`config.mk`:
```
export PLATFORM = sky130hd
export DESIGN_NAME = ipv4_longest_prefix_match_core
export DESIGN_NICKNAME = d
export VERILOG_FILES = /design/src/lpm_pkg.sv /design/src/lpm_front.sv /design/src/lpm_fifo.sv /design/src/lpm_back.sv /design/src/ipv4_longest_prefix_match_core.sv
export SDC_FILE = /design/constraint.sdc
export NUM_CORES = 2
export LEC_CHECK = 0
export BUFFER_PORTS_ARGS = -buffer_cell sky130_fd_sc_hd__buf_2
export CAP_MARGIN = 5
export CORE_UTILIZATION = 54
export DETAILED_ROUTE_END_ITERATION = 7
export PLACE_DENSITY = 0.68
export SLEW_MARGIN = 25
export SYNTH_ARGS = -nofsm -noshare
export SYNTH_HDL_FRONTEND = slang
export SYNTH_MEMORY_MAX_BITS = 65536
export SYNTH_SLANG_ARGS = --single-unit
```
`constraint.sdc`:
```
create_clock -name clk_i -period 14.7 [get_ports clk_i]
set_clock_uncertainty 0.05 [all_clocks]
set_input_delay 2.94 -clock clk_i [delete_from_list [all_inputs] [get_ports clk_i]]
set_output_delay 2.94 -clock clk_i [all_outputs]
set_load 0.03 [all_outputs]
```
`src/lpm_pkg.sv`:
```
// ---------------------------------------------------------------------------
// IPv4 longest-prefix match: shared package
// Field widths, item and result types, work item type and helper functions.
// ---------------------------------------------------------------------------
`timescale 1ns / 1ps

package lpm_pkg;

  // Address and field widths.
  localparam int unsigned ADDR_BITS        = 32;
  localparam int unsigned LEN_W            = 6;
  localparam int unsigned CMD_W            = 3;
  localparam int unsigned HIT_W            = 32;

  // Defaults and sizes.
  localparam int unsigned RULE_ENTRIES_DEF = 64;
  localparam int unsigned QUEUE_DEPTH      = 2;
  localparam logic [CMD_W-1:0] FALLBACK_RESET = 3'd1;

  // Input mode codes.
  localparam logic MODE_LOOKUP = 1'b0;
  localparam logic MODE_ADD    = 1'b1;

  // Classified operation carried from the front to the back.
  typedef enum logic [1:0] {
    OP_LOOKUP = 2'd0,
    OP_ADD    = 2'd1,
    OP_ROOT   = 2'd2,
    OP_NOP    = 2'd3
  } lpm_op_e;

  // Input item as it arrives on the port.
  typedef struct packed {
    logic                 mode;
    logic [ADDR_BITS-1:0] addr;
    logic [LEN_W-1:0]     prefix_len;
    logic [CMD_W-1:0]     rule_cmd;
  } lpm_in_t;

  // Result item as it leaves on the port.
  typedef struct packed {
    logic [CMD_W-1:0] result_cmd;
    logic             matched;
    logic [HIT_W-1:0] hit_count;
    logic             status;
  } lpm_out_t;

  // Classified work item: key is the address for a lookup and the masked
  // prefix for an add.
  typedef struct packed {
    lpm_op_e              op;
    logic [ADDR_BITS-1:0] key;
    logic [LEN_W-1:0]     len;
    logic [CMD_W-1:0]     cmd;
  } lpm_work_t;

  // One rule table entry.
  typedef struct packed {
    logic [ADDR_BITS-1:0] prefix;
    logic [LEN_W-1:0]     len;
    logic [CMD_W-1:0]     cmd;
    logic [HIT_W-1:0]     hits;
  } lpm_entry_t;

  // Mask with the top len bits set; len is at most ADDR_BITS.
  function automatic logic [ADDR_BITS-1:0] prefix_mask(input logic [LEN_W-1:0] len);
    return ~({ADDR_BITS{1'b1}} >> len);
  endfunction

  // Saturating increment of a hit counter.
  function automatic logic [HIT_W-1:0] hit_bump(input logic [HIT_W-1:0] cnt);
    return (cnt == {HIT_W{1'b1}}) ? cnt : cnt + HIT_W'(1);
  endfunction

endpackage

```
`src/lpm_front.sv`:
```
// ---------------------------------------------------------------------------
// IPv4 longest-prefix match: front end
// Accepts input items, classifies them and holds the work item for the queue.
// ---------------------------------------------------------------------------
`timescale 1ns / 1ps

module lpm_front (
  input  logic                clk_i,
  input  logic                rst_ni,
  input  logic                in_valid_i,
  output logic                in_stall_o,
  input  lpm_pkg::lpm_in_t    in_data_i,
  output logic                push_valid_o,
  input  logic                push_ready_i,
  output lpm_pkg::lpm_work_t  push_data_o
);

  logic               hold_valid_q;
  lpm_pkg::lpm_work_t hold_q;
  lpm_pkg::lpm_work_t work_c;
  logic [lpm_pkg::LEN_W-1:0] len_c;

  // The holding register stalls the port only while the queue refuses it.
  assign in_stall_o   = hold_valid_q && !push_ready_i;
  assign push_valid_o = hold_valid_q;
  assign push_data_o  = hold_q;

  // Clamp the prefix length to the address width.
  assign len_c = (in_data_i.prefix_len > lpm_pkg::LEN_W'(lpm_pkg::ADDR_BITS)) ?
                 lpm_pkg::LEN_W'(lpm_pkg::ADDR_BITS) : in_data_i.prefix_len;

  // Classify the item and mask an add prefix down to its length.
  always_comb begin
    work_c.op  = lpm_pkg::OP_LOOKUP;
    work_c.key = in_data_i.addr;
    work_c.len = len_c;
    work_c.cmd = in_data_i.rule_cmd;
    if (in_data_i.mode == lpm_pkg::MODE_ADD) begin
      if (in_data_i.rule_cmd == '0) begin
        work_c.op = lpm_pkg::OP_NOP;
      end else if (len_c == '0) begin
        work_c.op = lpm_pkg::OP_ROOT;
      end else begin
        work_c.op  = lpm_pkg::OP_ADD;
        work_c.key = in_data_i.addr & lpm_pkg::prefix_mask(len_c);
      end
    end
  end

  // Holding register valid.
  always_ff @(posedge clk_i or negedge rst_ni) begin
    if (!rst_ni) begin
      hold_valid_q <= 1'b0;
    end else if (!in_stall_o) begin
      hold_valid_q <= in_valid_i;
    end
  end

  // Holding register payload.
  always_ff @(posedge clk_i) begin
    if (!in_stall_o && in_valid_i) begin
      hold_q <= work_c;
    end
  end

endmodule

```
`src/lpm_fifo.sv`:
```
// ---------------------------------------------------------------------------
// IPv4 longest-prefix match: work queue
// Short first-in first-out queue that decouples the front from the back.
// ---------------------------------------------------------------------------
`timescale 1ns / 1ps

module lpm_fifo (
  input  logic                clk_i,
  input  logic                rst_ni,
  input  logic                push_valid_i,
  output logic                push_ready_o,
  input  lpm_pkg::lpm_work_t  push_data_i,
  output logic                pop_valid_o,
  input  logic                pop_ready_i,
  output lpm_pkg::lpm_work_t  pop_data_o
);

  localparam int unsigned DEPTH = lpm_pkg::QUEUE_DEPTH;
  localparam int unsigned PTR_W = (DEPTH > 1) ? $clog2(DEPTH) : 1;
  localparam int unsigned CNT_W = $clog2(DEPTH + 1);

  lpm_pkg::lpm_work_t slot_q [DEPTH];
  logic [PTR_W-1:0]   wr_ptr_q;
  logic [PTR_W-1:0]   rd_ptr_q;
  logic [CNT_W-1:0]   count_q;
  logic               push;
  logic               pop;

  assign push_ready_o = (count_q != CNT_W'(DEPTH));
  assign pop_valid_o  = (count_q != '0);
  assign pop_data_o   = slot_q[rd_ptr_q];
  assign push         = push_valid_i && push_ready_o;
  assign pop          = pop_valid_o && pop_ready_i;

  // Pointers and fill count.
  always_ff @(posedge clk_i or negedge rst_ni) begin
    if (!rst_ni) begin
      wr_ptr_q <= '0;
      rd_ptr_q <= '0;
      count_q  <= '0;
    end else begin
      if (push) begin
        wr_ptr_q <= (wr_ptr_q == PTR_W'(DEPTH - 1)) ? '0 : wr_ptr_q + PTR_W'(1);
      end
      if (pop) begin
        rd_ptr_q <= (rd_ptr_q == PTR_W'(DEPTH - 1)) ? '0 : rd_ptr_q + PTR_W'(1);
      end
      if (push && !pop) begin
        count_q <= count_q + CNT_W'(1);
      end else if (pop && !push) begin
        count_q <= count_q - CNT_W'(1);
      end
    end
  end

  // Queue storage.
  always_ff @(posedge clk_i) begin
    if (push) begin
      slot_q[wr_ptr_q] <= push_data_i;
    end
  end

endmodule

```
`src/lpm_back.sv`:
```
// ---------------------------------------------------------------------------
// IPv4 longest-prefix match: back end
// Scans the rule memory one entry per cycle, updates it and drives results.
// ---------------------------------------------------------------------------
`timescale 1ns / 1ps

module lpm_back #(
  parameter int unsigned RULE_ENTRIES = lpm_pkg::RULE_ENTRIES_DEF
) (
  input  logic                           clk_i,
  input  logic                           rst_ni,
  input  logic                           pop_valid_i,
  output logic                           pop_ready_o,
  input  lpm_pkg::lpm_work_t             pop_data_i,
  input  logic                           cfg_valid_i,
  input  logic [lpm_pkg::CMD_W-1:0]      cfg_data_i,
  output logic                           out_valid_o,
  input  logic                           out_stall_i,
  output lpm_pkg::lpm_out_t              out_data_o
);

  localparam int unsigned IDX_W = $clog2(RULE_ENTRIES);
  localparam int unsigned CNT_W = $clog2(RULE_ENTRIES + 1);

  localparam logic [1:0] ST_IDLE   = 2'd0;
  localparam logic [1:0] ST_SCAN   = 2'd1;
  localparam logic [1:0] ST_FINISH = 2'd2;

  // Rule memory and per-entry valid bits.
  lpm_pkg::lpm_entry_t mem [RULE_ENTRIES];
  logic [RULE_ENTRIES-1:0] valid_q;

  logic [1:0]                 state_q;
  logic [CNT_W-1:0]           cnt_q;
  logic                       eval_q;
  logic [IDX_W-1:0]           eval_idx_q;
  lpm_pkg::lpm_entry_t        rd_data_q;
  lpm_pkg::lpm_work_t         cur_q;
  logic                       best_found_q;
  logic [IDX_W-1:0]           best_idx_q;
  lpm_pkg::lpm_entry_t        best_entry_q;
  logic                       free_found_q;
  logic [IDX_W-1:0]           free_idx_q;
  logic [lpm_pkg::CMD_W-1:0]  root_cmd_q;
  logic [lpm_pkg::HIT_W-1:0]  root_hits_q;
  logic [lpm_pkg::CMD_W-1:0]  fallback_q;
  logic                       out_valid_q;
  lpm_pkg::lpm_out_t          out_q;

  logic                       pop;
  logic                       rd_en;
  logic                       ev_valid;
  logic                       lookup_hit;
  logic                       add_hit;
  logic                       take_best;
  logic                       take_free;
  logic                       out_free;
  logic                       fire;
  logic [lpm_pkg::HIT_W-1:0]  best_bump;
  logic [lpm_pkg::HIT_W-1:0]  root_bump;
  logic                       fin_we;
  logic [IDX_W-1:0]           fin_addr;
  lpm_pkg::lpm_entry_t        fin_wdata;
  logic                       fin_set_valid;
  logic                       fin_root_cmd;
  logic                       fin_root_bump;
  lpm_pkg::lpm_out_t          fin_out;

  assign pop_ready_o = (state_q == ST_IDLE);
  assign pop         = pop_valid_i && pop_ready_o;
  assign rd_en       = (state_q == ST_SCAN) && (cnt_q < CNT_W'(RULE_ENTRIES));
  assign out_free    = !out_valid_q || !out_stall_i;
  assign fire        = (state_q == ST_FINISH) && out_free;
  assign out_valid_o = out_valid_q;
  assign out_data_o  = out_q;

  // Compare the entry read last cycle against the current item.
  assign ev_valid   = eval_q && valid_q[eval_idx_q];
  assign lookup_hit = ev_valid &&
                      ((cur_q.key & lpm_pkg::prefix_mask(rd_data_q.len)) == rd_data_q.prefix) &&
                      (!best_found_q || (rd_data_q.len > best_entry_q.len));
  assign add_hit    = ev_valid && !best_found_q &&
                      (rd_data_q.len == cur_q.len) && (rd_data_q.prefix == cur_q.key);
  assign take_best  = (cur_q.op == lpm_pkg::OP_LOOKUP) ? lookup_hit : add_hit;
  assign take_free  = eval_q && !valid_q[eval_idx_q] && !free_found_q;

  assign best_bump  = lpm_pkg::hit_bump(best_entry_q.hits);
  assign root_bump  = lpm_pkg::hit_bump(root_hits_q);

  // Result and table update at the end of an item.
  always_comb begin
    fin_we        = 1'b0;
    fin_addr      = best_idx_q;
    fin_wdata     = best_entry_q;
    fin_set_valid = 1'b0;
    fin_root_cmd  = 1'b0;
    fin_root_bump = 1'b0;
    fin_out       = '0;
    case (cur_q.op)
      lpm_pkg::OP_LOOKUP: begin
        if (best_found_q) begin
          fin_we             = 1'b1;
          fin_wdata.hits     = best_bump;
          fin_out.result_cmd = best_entry_q.cmd;
          fin_out.matched    = 1'b1;
          fin_out.hit_count  = best_bump;
        end else if (root_cmd_q != '0) begin
          fin_root_bump      = 1'b1;
          fin_out.result_cmd = root_cmd_q;
          fin_out.matched    = 1'b1;
          fin_out.hit_count  = root_bump;
        end else begin
          fin_out.result_cmd = fallback_q;
        end
      end
      lpm_pkg::OP_ADD: begin
        if (best_found_q) begin
          fin_we        = 1'b1;
          fin_wdata.cmd = cur_q.cmd;
        end else if (free_found_q) begin
          fin_we           = 1'b1;
          fin_addr         = free_idx_q;
          fin_wdata.prefix = cur_q.key;
          fin_wdata.len    = cur_q.len;
          fin_wdata.cmd    = cur_q.cmd;
          fin_wdata.hits   = '0;
          fin_set_valid    = 1'b1;
        end else begin
          fin_out.status = 1'b1;
        end
      end
      lpm_pkg::OP_ROOT: begin
        fin_root_cmd = 1'b1;
      end
      default: begin
      end
    endcase
  end

  // Control state, valid bits, root rule and fallback register.
  always_ff @(posedge clk_i or negedge rst_ni) begin
    if (!rst_ni) begin
      state_q      <= ST_IDLE;
      cnt_q        <= '0;
      eval_q       <= 1'b0;
      best_found_q <= 1'b0;
      free_found_q <= 1'b0;
      valid_q      <= '0;
      root_cmd_q   <= '0;
      root_hits_q  <= '0;
      fallback_q   <= lpm_pkg::FALLBACK_RESET;
      out_valid_q  <= 1'b0;
    end else begin
      if (cfg_valid_i) begin
        fallback_q <= cfg_data_i;
      end
      eval_q <= rd_en;
      if (take_best) begin
        best_found_q <= 1'b1;
      end
      if (take_free) begin
        free_found_q <= 1'b1;
      end
      if (out_valid_q && !out_stall_i && !fire) begin
        out_valid_q <= 1'b0;
      end
      case (state_q)
        ST_IDLE: begin
          if (pop) begin
            cnt_q        <= '0;
            best_found_q <= 1'b0;
            free_found_q <= 1'b0;
            if (pop_data_i.op == lpm_pkg::OP_LOOKUP || pop_data_i.op == lpm_pkg::OP_ADD) begin
              state_q <= ST_SCAN;
            end else begin
              state_q <= ST_FINISH;
            end
          end
        end
        ST_SCAN: begin
          if (rd_en) begin
            cnt_q <= cnt_q + CNT_W'(1);
          end else begin
            state_q <= ST_FINISH;
          end
        end
        ST_FINISH: begin
          if (fire) begin
            out_valid_q <= 1'b1;
            if (fin_set_valid) begin
              valid_q[free_idx_q] <= 1'b1;
            end
            if (fin_root_cmd) begin
              root_cmd_q <= cur_q.cmd;
            end
            if (fin_root_bump) begin
              root_hits_q <= root_bump;
            end
            state_q <= ST_IDLE;
          end
        end
        default: begin
          state_q <= ST_IDLE;
        end
      endcase
    end
  end

  // Payload registers of the scan and the result.
  always_ff @(posedge clk_i) begin
    if (pop) begin
      cur_q <= pop_data_i;
    end
    if (rd_en) begin
      eval_idx_q <= cnt_q[IDX_W-1:0];
    end
    if (take_best) begin
      best_idx_q   <= eval_idx_q;
      best_entry_q <= rd_data_q;
    end
    if (take_free) begin
      free_idx_q <= eval_idx_q;
    end
    if (fire) begin
      out_q <= fin_out;
    end
  end

  // Rule memory: one read port for the scan, one write port at the end.
  always_ff @(posedge clk_i) begin
    if (rd_en) begin
      rd_data_q <= mem[cnt_q[IDX_W-1:0]];
    end
    if (fire && fin_we) begin
      mem[fin_addr] <= fin_wdata;
    end
  end

  // The scan counter never passes the table depth.
  assert property (@(posedge clk_i) disable iff (!rst_ni)
    (state_q == ST_SCAN) |-> (cnt_q <= CNT_W'(RULE_ENTRIES)))
    else $error("scan counter past table depth");

  // A new result only ever comes from the finishing step.
  assert property (@(posedge clk_i) disable iff (!rst_ni)
    $rose(out_valid_q) |-> $past(state_q == ST_FINISH))
    else $error("result loaded outside finishing step");

  // A matched result always carries a nonzero command.
  assert property (@(posedge clk_i) disable iff (!rst_ni)
    out_valid_q |-> (!out_q.matched || (out_q.result_cmd != '0)))
    else $error("matched result with zero command");

  // An unmatched result reports no hits.
  assert property (@(posedge clk_i) disable iff (!rst_ni)
    (out_valid_q && !out_q.matched) |-> (out_q.hit_count == '0))
    else $error("hit count on unmatched result");

  // The queue is popped only while no item is in progress.
  assert property (@(posedge clk_i) disable iff (!rst_ni)
    pop |=> (state_q != ST_IDLE))
    else $error("popped item not started");

endmodule

```
`src/ipv4_longest_prefix_match_core.sv`:
```
// Lookup and add items pass through the back end in steps: a queue pop, a scan
// of one rule memory read per entry plus a compare of the last entry read, and a
// finishing step that waits while the output stalls; root and ignored adds skip
// the scan. Before the back end, items pass the front register and the queue.
// Reset clears all control state, rule valid bits and the root rule at once.
// ---------------------------------------------------------------------------
// IPv4 longest-prefix match core
// Prefix table with per-rule saturating hit counters and a fallback command.
// ---------------------------------------------------------------------------
`timescale 1ns / 1ps

module ipv4_longest_prefix_match_core #(
  parameter int unsigned RULE_ENTRIES = lpm_pkg::RULE_ENTRIES_DEF
) (
  input  logic                       clk_i,
  input  logic                       rst_ni,
  input  logic                       in_valid_i,
  output logic                       in_stall_o,
  input  lpm_pkg::lpm_in_t           in_data_i,
  output logic                       out_valid_o,
  input  logic                       out_stall_i,
  output lpm_pkg::lpm_out_t          out_data_o,
  input  logic                       cfg_valid_i,
  output logic                       cfg_ready_o,
  input  logic [lpm_pkg::CMD_W-1:0]  cfg_data_i
);

  logic               push_valid;
  logic               push_ready;
  lpm_pkg::lpm_work_t push_data;
  logic               pop_valid;
  logic               pop_ready;
  lpm_pkg::lpm_work_t pop_data;

  // The fallback register takes every transfer.
  assign cfg_ready_o = 1'b1;

  // Front end: accept and classify.
  lpm_front u_front (
    .clk_i        (clk_i),
    .rst_ni       (rst_ni),
    .in_valid_i   (in_valid_i),
    .in_stall_o   (in_stall_o),
    .in_data_i    (in_data_i),
    .push_valid_o (push_valid),
    .push_ready_i (push_ready),
    .push_data_o  (push_data)
  );

  // Work queue between front and back.
  lpm_fifo u_fifo (
    .clk_i        (clk_i),
    .rst_ni       (rst_ni),
    .push_valid_i (push_valid),
    .push_ready_o (push_ready),
    .push_data_i  (push_data),
    .pop_valid_o  (pop_valid),
    .pop_ready_i  (pop_ready),
    .pop_data_o   (pop_data)
  );

  // Back end: table scan, update and result.
  lpm_back #(
    .RULE_ENTRIES (RULE_ENTRIES)
  ) u_back (
    .clk_i       (clk_i),
    .rst_ni      (rst_ni),
    .pop_valid_i (pop_valid),
    .pop_ready_o (pop_ready),
    .pop_data_i  (pop_data),
    .cfg_valid_i (cfg_valid_i && cfg_ready_o),
    .cfg_data_i  (cfg_data_i),
    .out_valid_o (out_valid_o),
    .out_stall_i (out_stall_i),
    .out_data_o  (out_data_o)
  );

endmodule
```
# Yosys cells after proc, flatten, opt, wreduce, memory -nomap -nowiden
# Memories as Yosys holds them, arrays and structs flattened. A register that Yosys moved wholly into a read port is not among the register bits.
# Index checks and enable logic that the tools add are counted.
totals:
  ff_bits: 334
  memories: 2
  output_inout_bits: 40
  ram_bits: 4758
  wordCells: 181
classes:
  reduce_logical: 48
  n_lt_le_gt_ge: 6
  bitwise_logic: 6
  n_addsub: 7
  mux: 62
  n_eq_ne: 15
  shift: 2
mem_list:
  columns: ["memory", "depth", "width", "rd", "rd_clocked_by_memory_dff", "write_ports", "line", "source"]
  rows:
  - ["u_back.mem", 64, 73, 1, 1, 1, "lpm_back.sv:30", "lpm_pkg::lpm_entry_t mem [RULE_ENTRIES];"]
  - ["u_fifo.slot_q", 2, 43, 1, 0, 1, "lpm_fifo.sv:22", "lpm_pkg::lpm_work_t slot_q [DEPTH];"]
op_table:
  columns: ["cell", "count"]
  rows:
  - ["$mux 32", 7]
  - ["$mux 73", 1]
  - ["$add 32x1->32 const B", 2]
  - ["$and 32x32->32", 2]
  - ["$eq 32x32->1", 2]
  - ["$eq 32x32->1 const B", 2]
  - ["$not 32->32", 2]
  - ["$or 64x64->64", 1]
  - ["$pmux 32 s2", 1]
  - ["$shr 32x6->32 const A", 2]
  - ["$mux 41", 1]
  - ["$mux 38", 1]
  - ["$mux 36", 1]
  - ["$mux 33", 1]
  - ["$mux 1", 28]
  - ["$mux 6", 4]
  - ["$logic_and 1x1->1", 20]
  - ["$mux 2", 8]
  - ["$reduce_and 3->1", 5]
  - ["$lt 6x7->1 const B", 2]
  - ["$mux 7", 2]
  - ["$pmux 7 s2", 1]
  - ["$logic_not 1->1", 10]
  - ["$add 7x1->7 const B", 1]
  - ["25 further kinds", 39]

# Longest topological paths before layout
depth:
  ltp_word: 10
  mapped_depth: 10
  depth_no_buf: 9

# Hierarchy
# A second synthesis with hierarchy kept.
hier_totals:
  cells_unflattened: 8343
  hier_area_um2: 198616.7
modules_own_cells:
  columns: ["mod", "n_inst", "area_each_um2", "cells_per_inst", "seq_area_each_um2"]
  rows:
  - ["lpm_back", 1, 193135.2, 8037, 150500.6]
  - ["lpm_fifo", 1, 3498.4, 152, 2682.6]
  - ["lpm_front", 1, 1971.9, 152, 1316.3]
  - ["ipv4_longest_prefix_match_core", 1, 11.3, 2, 0.0]

# Least setup slack after synthesis
# Ideal clock, no wire load.
synth_path:
  kind: "register -> register"
  from: "reg u_back.rd_data_q[37] (netlist name)"
  to: "reg u_back.best_entry_q[0] in the netlist's numbering (enable)"
  path_buffers: 2
  arrival_time_ps: 7582
  path_stages_with_launch: 10
  synth_period_minus_slack_ps: 8266
  path_slack_ps: 6434
  cell_sequence: "edfxtp_1 -> clkbuf_1 -> clkbuf_1 -> nand2_1 -> a221o_1 -> a32oi_1 -> o211ai_1 -> nor4_1 -> nand4_1 -> a211oi_1"
synth_between:
  elab_chain_len: 7
synth_rtl:
  columns: ["item", "line", "source"]
  rows:
  - ["$shr 32x6->32", "lpm_pkg.sv:67", "return ~({ADDR_BITS{1'b1}} >> len);"]
  - ["$not 32->32", "lpm_pkg.sv:67", null]
  - ["$and 32x32->32", "lpm_back.sv:80", "((cur_q.key & lpm_pkg::prefix_mask(rd_data_q.len)) == rd_data_q.prefix) &&"]
  - ["$eq 32x32->1", "lpm_back.sv:80", null]
  - ["$logic_and 1x1->1", "lpm_back.sv:79", "assign lookup_hit = ev_valid &&"]
  - ["$logic_and 1x1->1", "lpm_back.sv:80", null]
  - ["$mux 1 (*)", "lpm_back.sv:84", "assign take_best = (cur_q.op == lpm_pkg::OP_LOOKUP) ? lookup_hit : add_hit;"]
  - ["via u_back.take_best", "lpm_back.sv:55", "logic take_best;"]
  - ["end signal, assigned", "lpm_back.sv:219", "best_entry_q <= rd_data_q;"]
  - ["end, declared", "lpm_back.sv:41", "lpm_pkg::lpm_entry_t best_entry_q;"]
# The timed path passes the listed nets; every way through them passes the cells marked *.
# A chain may end at the register's enable or synchronous reset.

# Worst setup path after layout
layout_path:
  from: "in out_stall_i"
  to: "mem u_back.mem[58][52] in the netlist's numbering (enable)"
layout_between:
  elab_chain_len: 6
layout_rtl:
  columns: ["item", "line", "source"]
  rows:
  - ["start, declared", "ipv4_longest_prefix_match_core.sv:21", "input logic out_stall_i,"]
  - ["$logic_not 1->1", "lpm_back.sv:72", "assign out_free = !out_valid_q || !out_stall_i;"]
  - ["$logic_or 1x1->1", "lpm_back.sv:72", null]
  - ["$logic_and 1x1->1", "lpm_back.sv:73", "assign fire = (state_q == ST_FINISH) && out_free;"]
  - ["$logic_and 1x1->1", "lpm_back.sv:234", "if (fire && fin_we) begin"]
  - ["$mux 1", "lpm_back.sv:234", null]
  - ["$mux 1 (implied by the code)", "lpm_back.sv:235", "mem[fin_addr] <= fin_wdata;"]
  - ["end, declared", "lpm_back.sv:30", null]
# Every way passes these cells.

==> reports/qor.yml <==
gp_congestion: 0.883
synth.avg_cell_area_um2: 23.8
grt_pass1_wl_um: 704000
vias: 93700
clock_sinks: 5165
io_buffer_count: 88
gr-usage-all-layers_pct: 27.0
slowest_stage: "nor2_4"
maxSlewHeadroom_pct: 25.7
ir_drop_v: 0.000197
synth_common_cells: "5045 x edfxtp_1, 1549 x mux4_2, 252 x clkbuf_1"
synth_area_um2: 198000
setup_tns_ns: 0
fin_ws_ns: 7.88
holdCritPathClass: "flop to flop"
worst_pin_slew_ns: 1.11
seqCellArea_um2: 155000
fillCellCount: 24300
critPathKind: "primary input to flop"
synthDistinctLibCells: 69
drt-total-wl_um: 499000
grt_overflow: 0
die_width_um: 608
cts_hold_repair.buffers: 0
cts_max_path_buffers: 4
cap_violations: 0
die_area_um2: 370000
cts_setup_buffers: 0
start_util_pct: 54.2
clock_latency_ns: 1.05
slowest_delay_ns: 1.05
synth_fp_nets: 8410
yosys.area.top_type: "edfxtp_1"
synth.top_cell.area_share_pct: 76.3
h-tree-depth: 6
rrSetupSlack_ns: 8.75
cp_num_buf_inv: 2
coreArea_um2: 366000
clkSlewWorstSetupHoldPaths_ns: 0.06
ant_nets: 0
multi_input_area_um2: 43000
status: "finished, final reports clean"
antenna_found_initial: 49
power_density_nw_per_um2: 189
r2r_cells: 9
ioPinCount: 90
drc: 0
yosys-top-cells-area: "edfxtp_1 76%, mux4_2 18%, dfrtp_1 1.5%, clkbuf_1 0.48%, nand2_1 0.44%"
die_h_um: 608
synthCells: 8350
cp-start-kind: "primary input"
post_drt_wl_per_cell_um: 35.6
rsz0062_at_grt: "no"
finalCritPeriodShare_pct: 46.4
hold_viol_final: 0
drt-pass1-iter-count: 5
hold_depth: 0
place_ws_ns: 7.06
synthMostInstantiatedCell: "edfxtp_1"
yosys_warnings: 0
report.final.slew_viol_count: 0
crit_path_end_kind: "flop"
rr_endpoint: "u_back.mem[58][52]"
cts_tree: "done"
grt_pass1_vias: 93600
async_flop_share_pct: 2.32
worstPathMaxFanout: 51
detail_route.iter0.violations: 14100
drive_gt1_share_pct: 30.4
post_cts_resized: 0
r2r-start: "u_back.best_found_q"
synth-edff-count: 5045
max_clock_freq_mhz: 147
cellLeakagePower_nw: 68.8
cts_buffers: 521
dp_hpwl_um: 283000
cp-startpoint: "out_stall_i"
grt_max_degree: 117
cp_data_arrival_time_ns: 7.41
ys_seq_area_share_pct: 77.9
rows: 222
min_period_ns: 6.82
min_from: "u_back.rd_data_q[25]"
viasPerCell: 6.67
crit_family: "simple AND/OR/NAND/NOR gates"
required_ns: 15.29
cts_root_buffer: "clkbuf_16"
synth_seq_cells: 5165
synthFlopType: "edfxtp_1"
area_growth_pct: 12.2
fin_hold_ws_ns: 0.362
min_to: "u_back.best_entry_q[25]"
nets: 8879
cp_cell_sequence: "buf_2 -> nand2_1 -> nand2b_1 -> nor3_1 -> nand3_1 -> nor2_4 -> buf_4"
setup_viol: 0
-- power by group --
group / internal, W / switching [W] / total [W]
sequential: 0.0184 / 0.000614 / 0.0190
clock: 0.00715 / 0.00549 / 0.0126
combinational: 0.00397 / 0.00659 / 0.0106
total: 0.0295 / 0.0127 / 0.0422
-- worst reg2reg max path: cells and delay by family (launching register included) --
| family | cells | cell delay (ns) |
|---|---|---|
| buffers and inverters | 3 | 1.43 |
| and+or+nand+nor | 4 | 2.24 |
| AOI/OAI and AO/OA | 2 | 1.37 |
| DFF | 1 | 0.36 |
-- how the worst max path moves through the flow --
stage / end / cells past startpoint
after CTS: u_back.mem[58][49] / 7
after detailed placement: u_back.mem[58][49] / 7
after global placement: u_back.mem[37][37] / 8
after global routing: u_back.mem[58][46] / 7
after floorplan: u_back.best_entry_q[0] / 9
final: u_back.mem[58][52] / 7
-- stage by stage --
| stage | power (W) | area (um2) | util (%) | instances |
|---|---|---|---|---|
| 2_1_floorplan | 0.0255 | 198000 | - | 8350 |
| 3_3_place_gp | 0.0296 | 206000 | 56.4 | 13100 |
| 3_5_place_dp | 0.0298 | 206000 | 56.4 | 13100 |
| 4_1_cts | 0.0423 | 223000 | 60.8 | 14000 |
| 5_1_grt | 0.0434 | 223000 | 60.9 | 14000 |
| 6_report | 0.0422 | 223000 | 60.9 | 14000 |
-- sequential cells by signal (all words and copies together), names as in the netlist, 2 cells and up --
| register | cells |
|---|---|
| u_back.best_entry_q | 73 |
| u_back.best_idx_q | 6 |
| u_back.cnt_q | 7 |
| u_back.cur_q | 43 |
| u_back.eval_idx_q | 6 |
| u_back.fallback_q | 3 |
| u_back.free_idx_q | 6 |
| u_back.mem | 4672 |
| u_back.out_data_o | 37 |
| u_back.rd_data_q | 73 |
| u_back.root_cmd_q | 3 |
| u_back.root_hits_q | 32 |
| u_back.state_q | 2 |
| u_back.valid_q | 64 |
| u_fifo.count_q | 2 |
| u_fifo.slot_q | 86 |
| u_front.push_data_o | 43 |
-- layout by cell type (no fill, tap or decap), drive strengths merged, types with 6 or more instances in the layout --
master,netlist,routed
edfxtp,5045,5045
mux4,1549,1549
clkbuf,253,642
buf,168,367
nand2,233,233
clkinv,1,212
nor2,148,148
dfrtp,119,119
o21ai,72,72
nand3,68,68
xor2,66,66
xnor2,62,62
inv,29,59
mux2,54,54
a21oi,48,48
nor2b,40,40
a21o,37,37
o21bai,32,32
nor3,30,30
nand2b,28,28
bufinv,0,27
o22ai,26,26
nor4,24,24
nand4,23,23
diode,0,16
and3,16,16
mux2i,14,14
a31oi,14,14
nand3b,13,13
a21boi,12,12
and2,12,12
o31ai,12,12
and4,11,11
ha,10,10
o21a,9,9
a211oi,9,9
or2,7,7
clkinvlp,0,6
-- cell type report --
cell class | instances | area share, %
diodes | 16 | 0.0180
clock buffers | 642 | 6.18
clock inverters | 274 | 1.03
inverters | 30 | 0.0528
multi-input cells | 2734 | 19.3
flip-flops and latches | 5165 | 69.4
well taps | 4816 | 2.71
repair buffers | 367 | 1.29
-- per-layer routing --
metal,share of wire [%],vias to the layer above,global-route usage (%)
met4,2.1,14,5.52
met3,12,668,6.89
li1,-,36700,-
met2,46,5484,40.9
met1,39,50800,40.3
met5,0.021,-,0
-- cell families (layout without fill, tap and decap cells) --
group / after synthesis / after routing / synth area share (%)
compound gates: 309 / 309 / 1.02
xor+xnor: 128 / 128 / 0.565
fa+ha+maj: 10 / 10 / 0.0631
buf+inv: 451 / 1313 / 0.921
flops: 5165 / 5165 / 77.9
mux: 1617 / 1617 / 18.0
other cells: 1 / 17 / 0.00189
simple gates: 669 / 669 / 1.62
No activity file was read; power rests on OpenSTA's default activity.
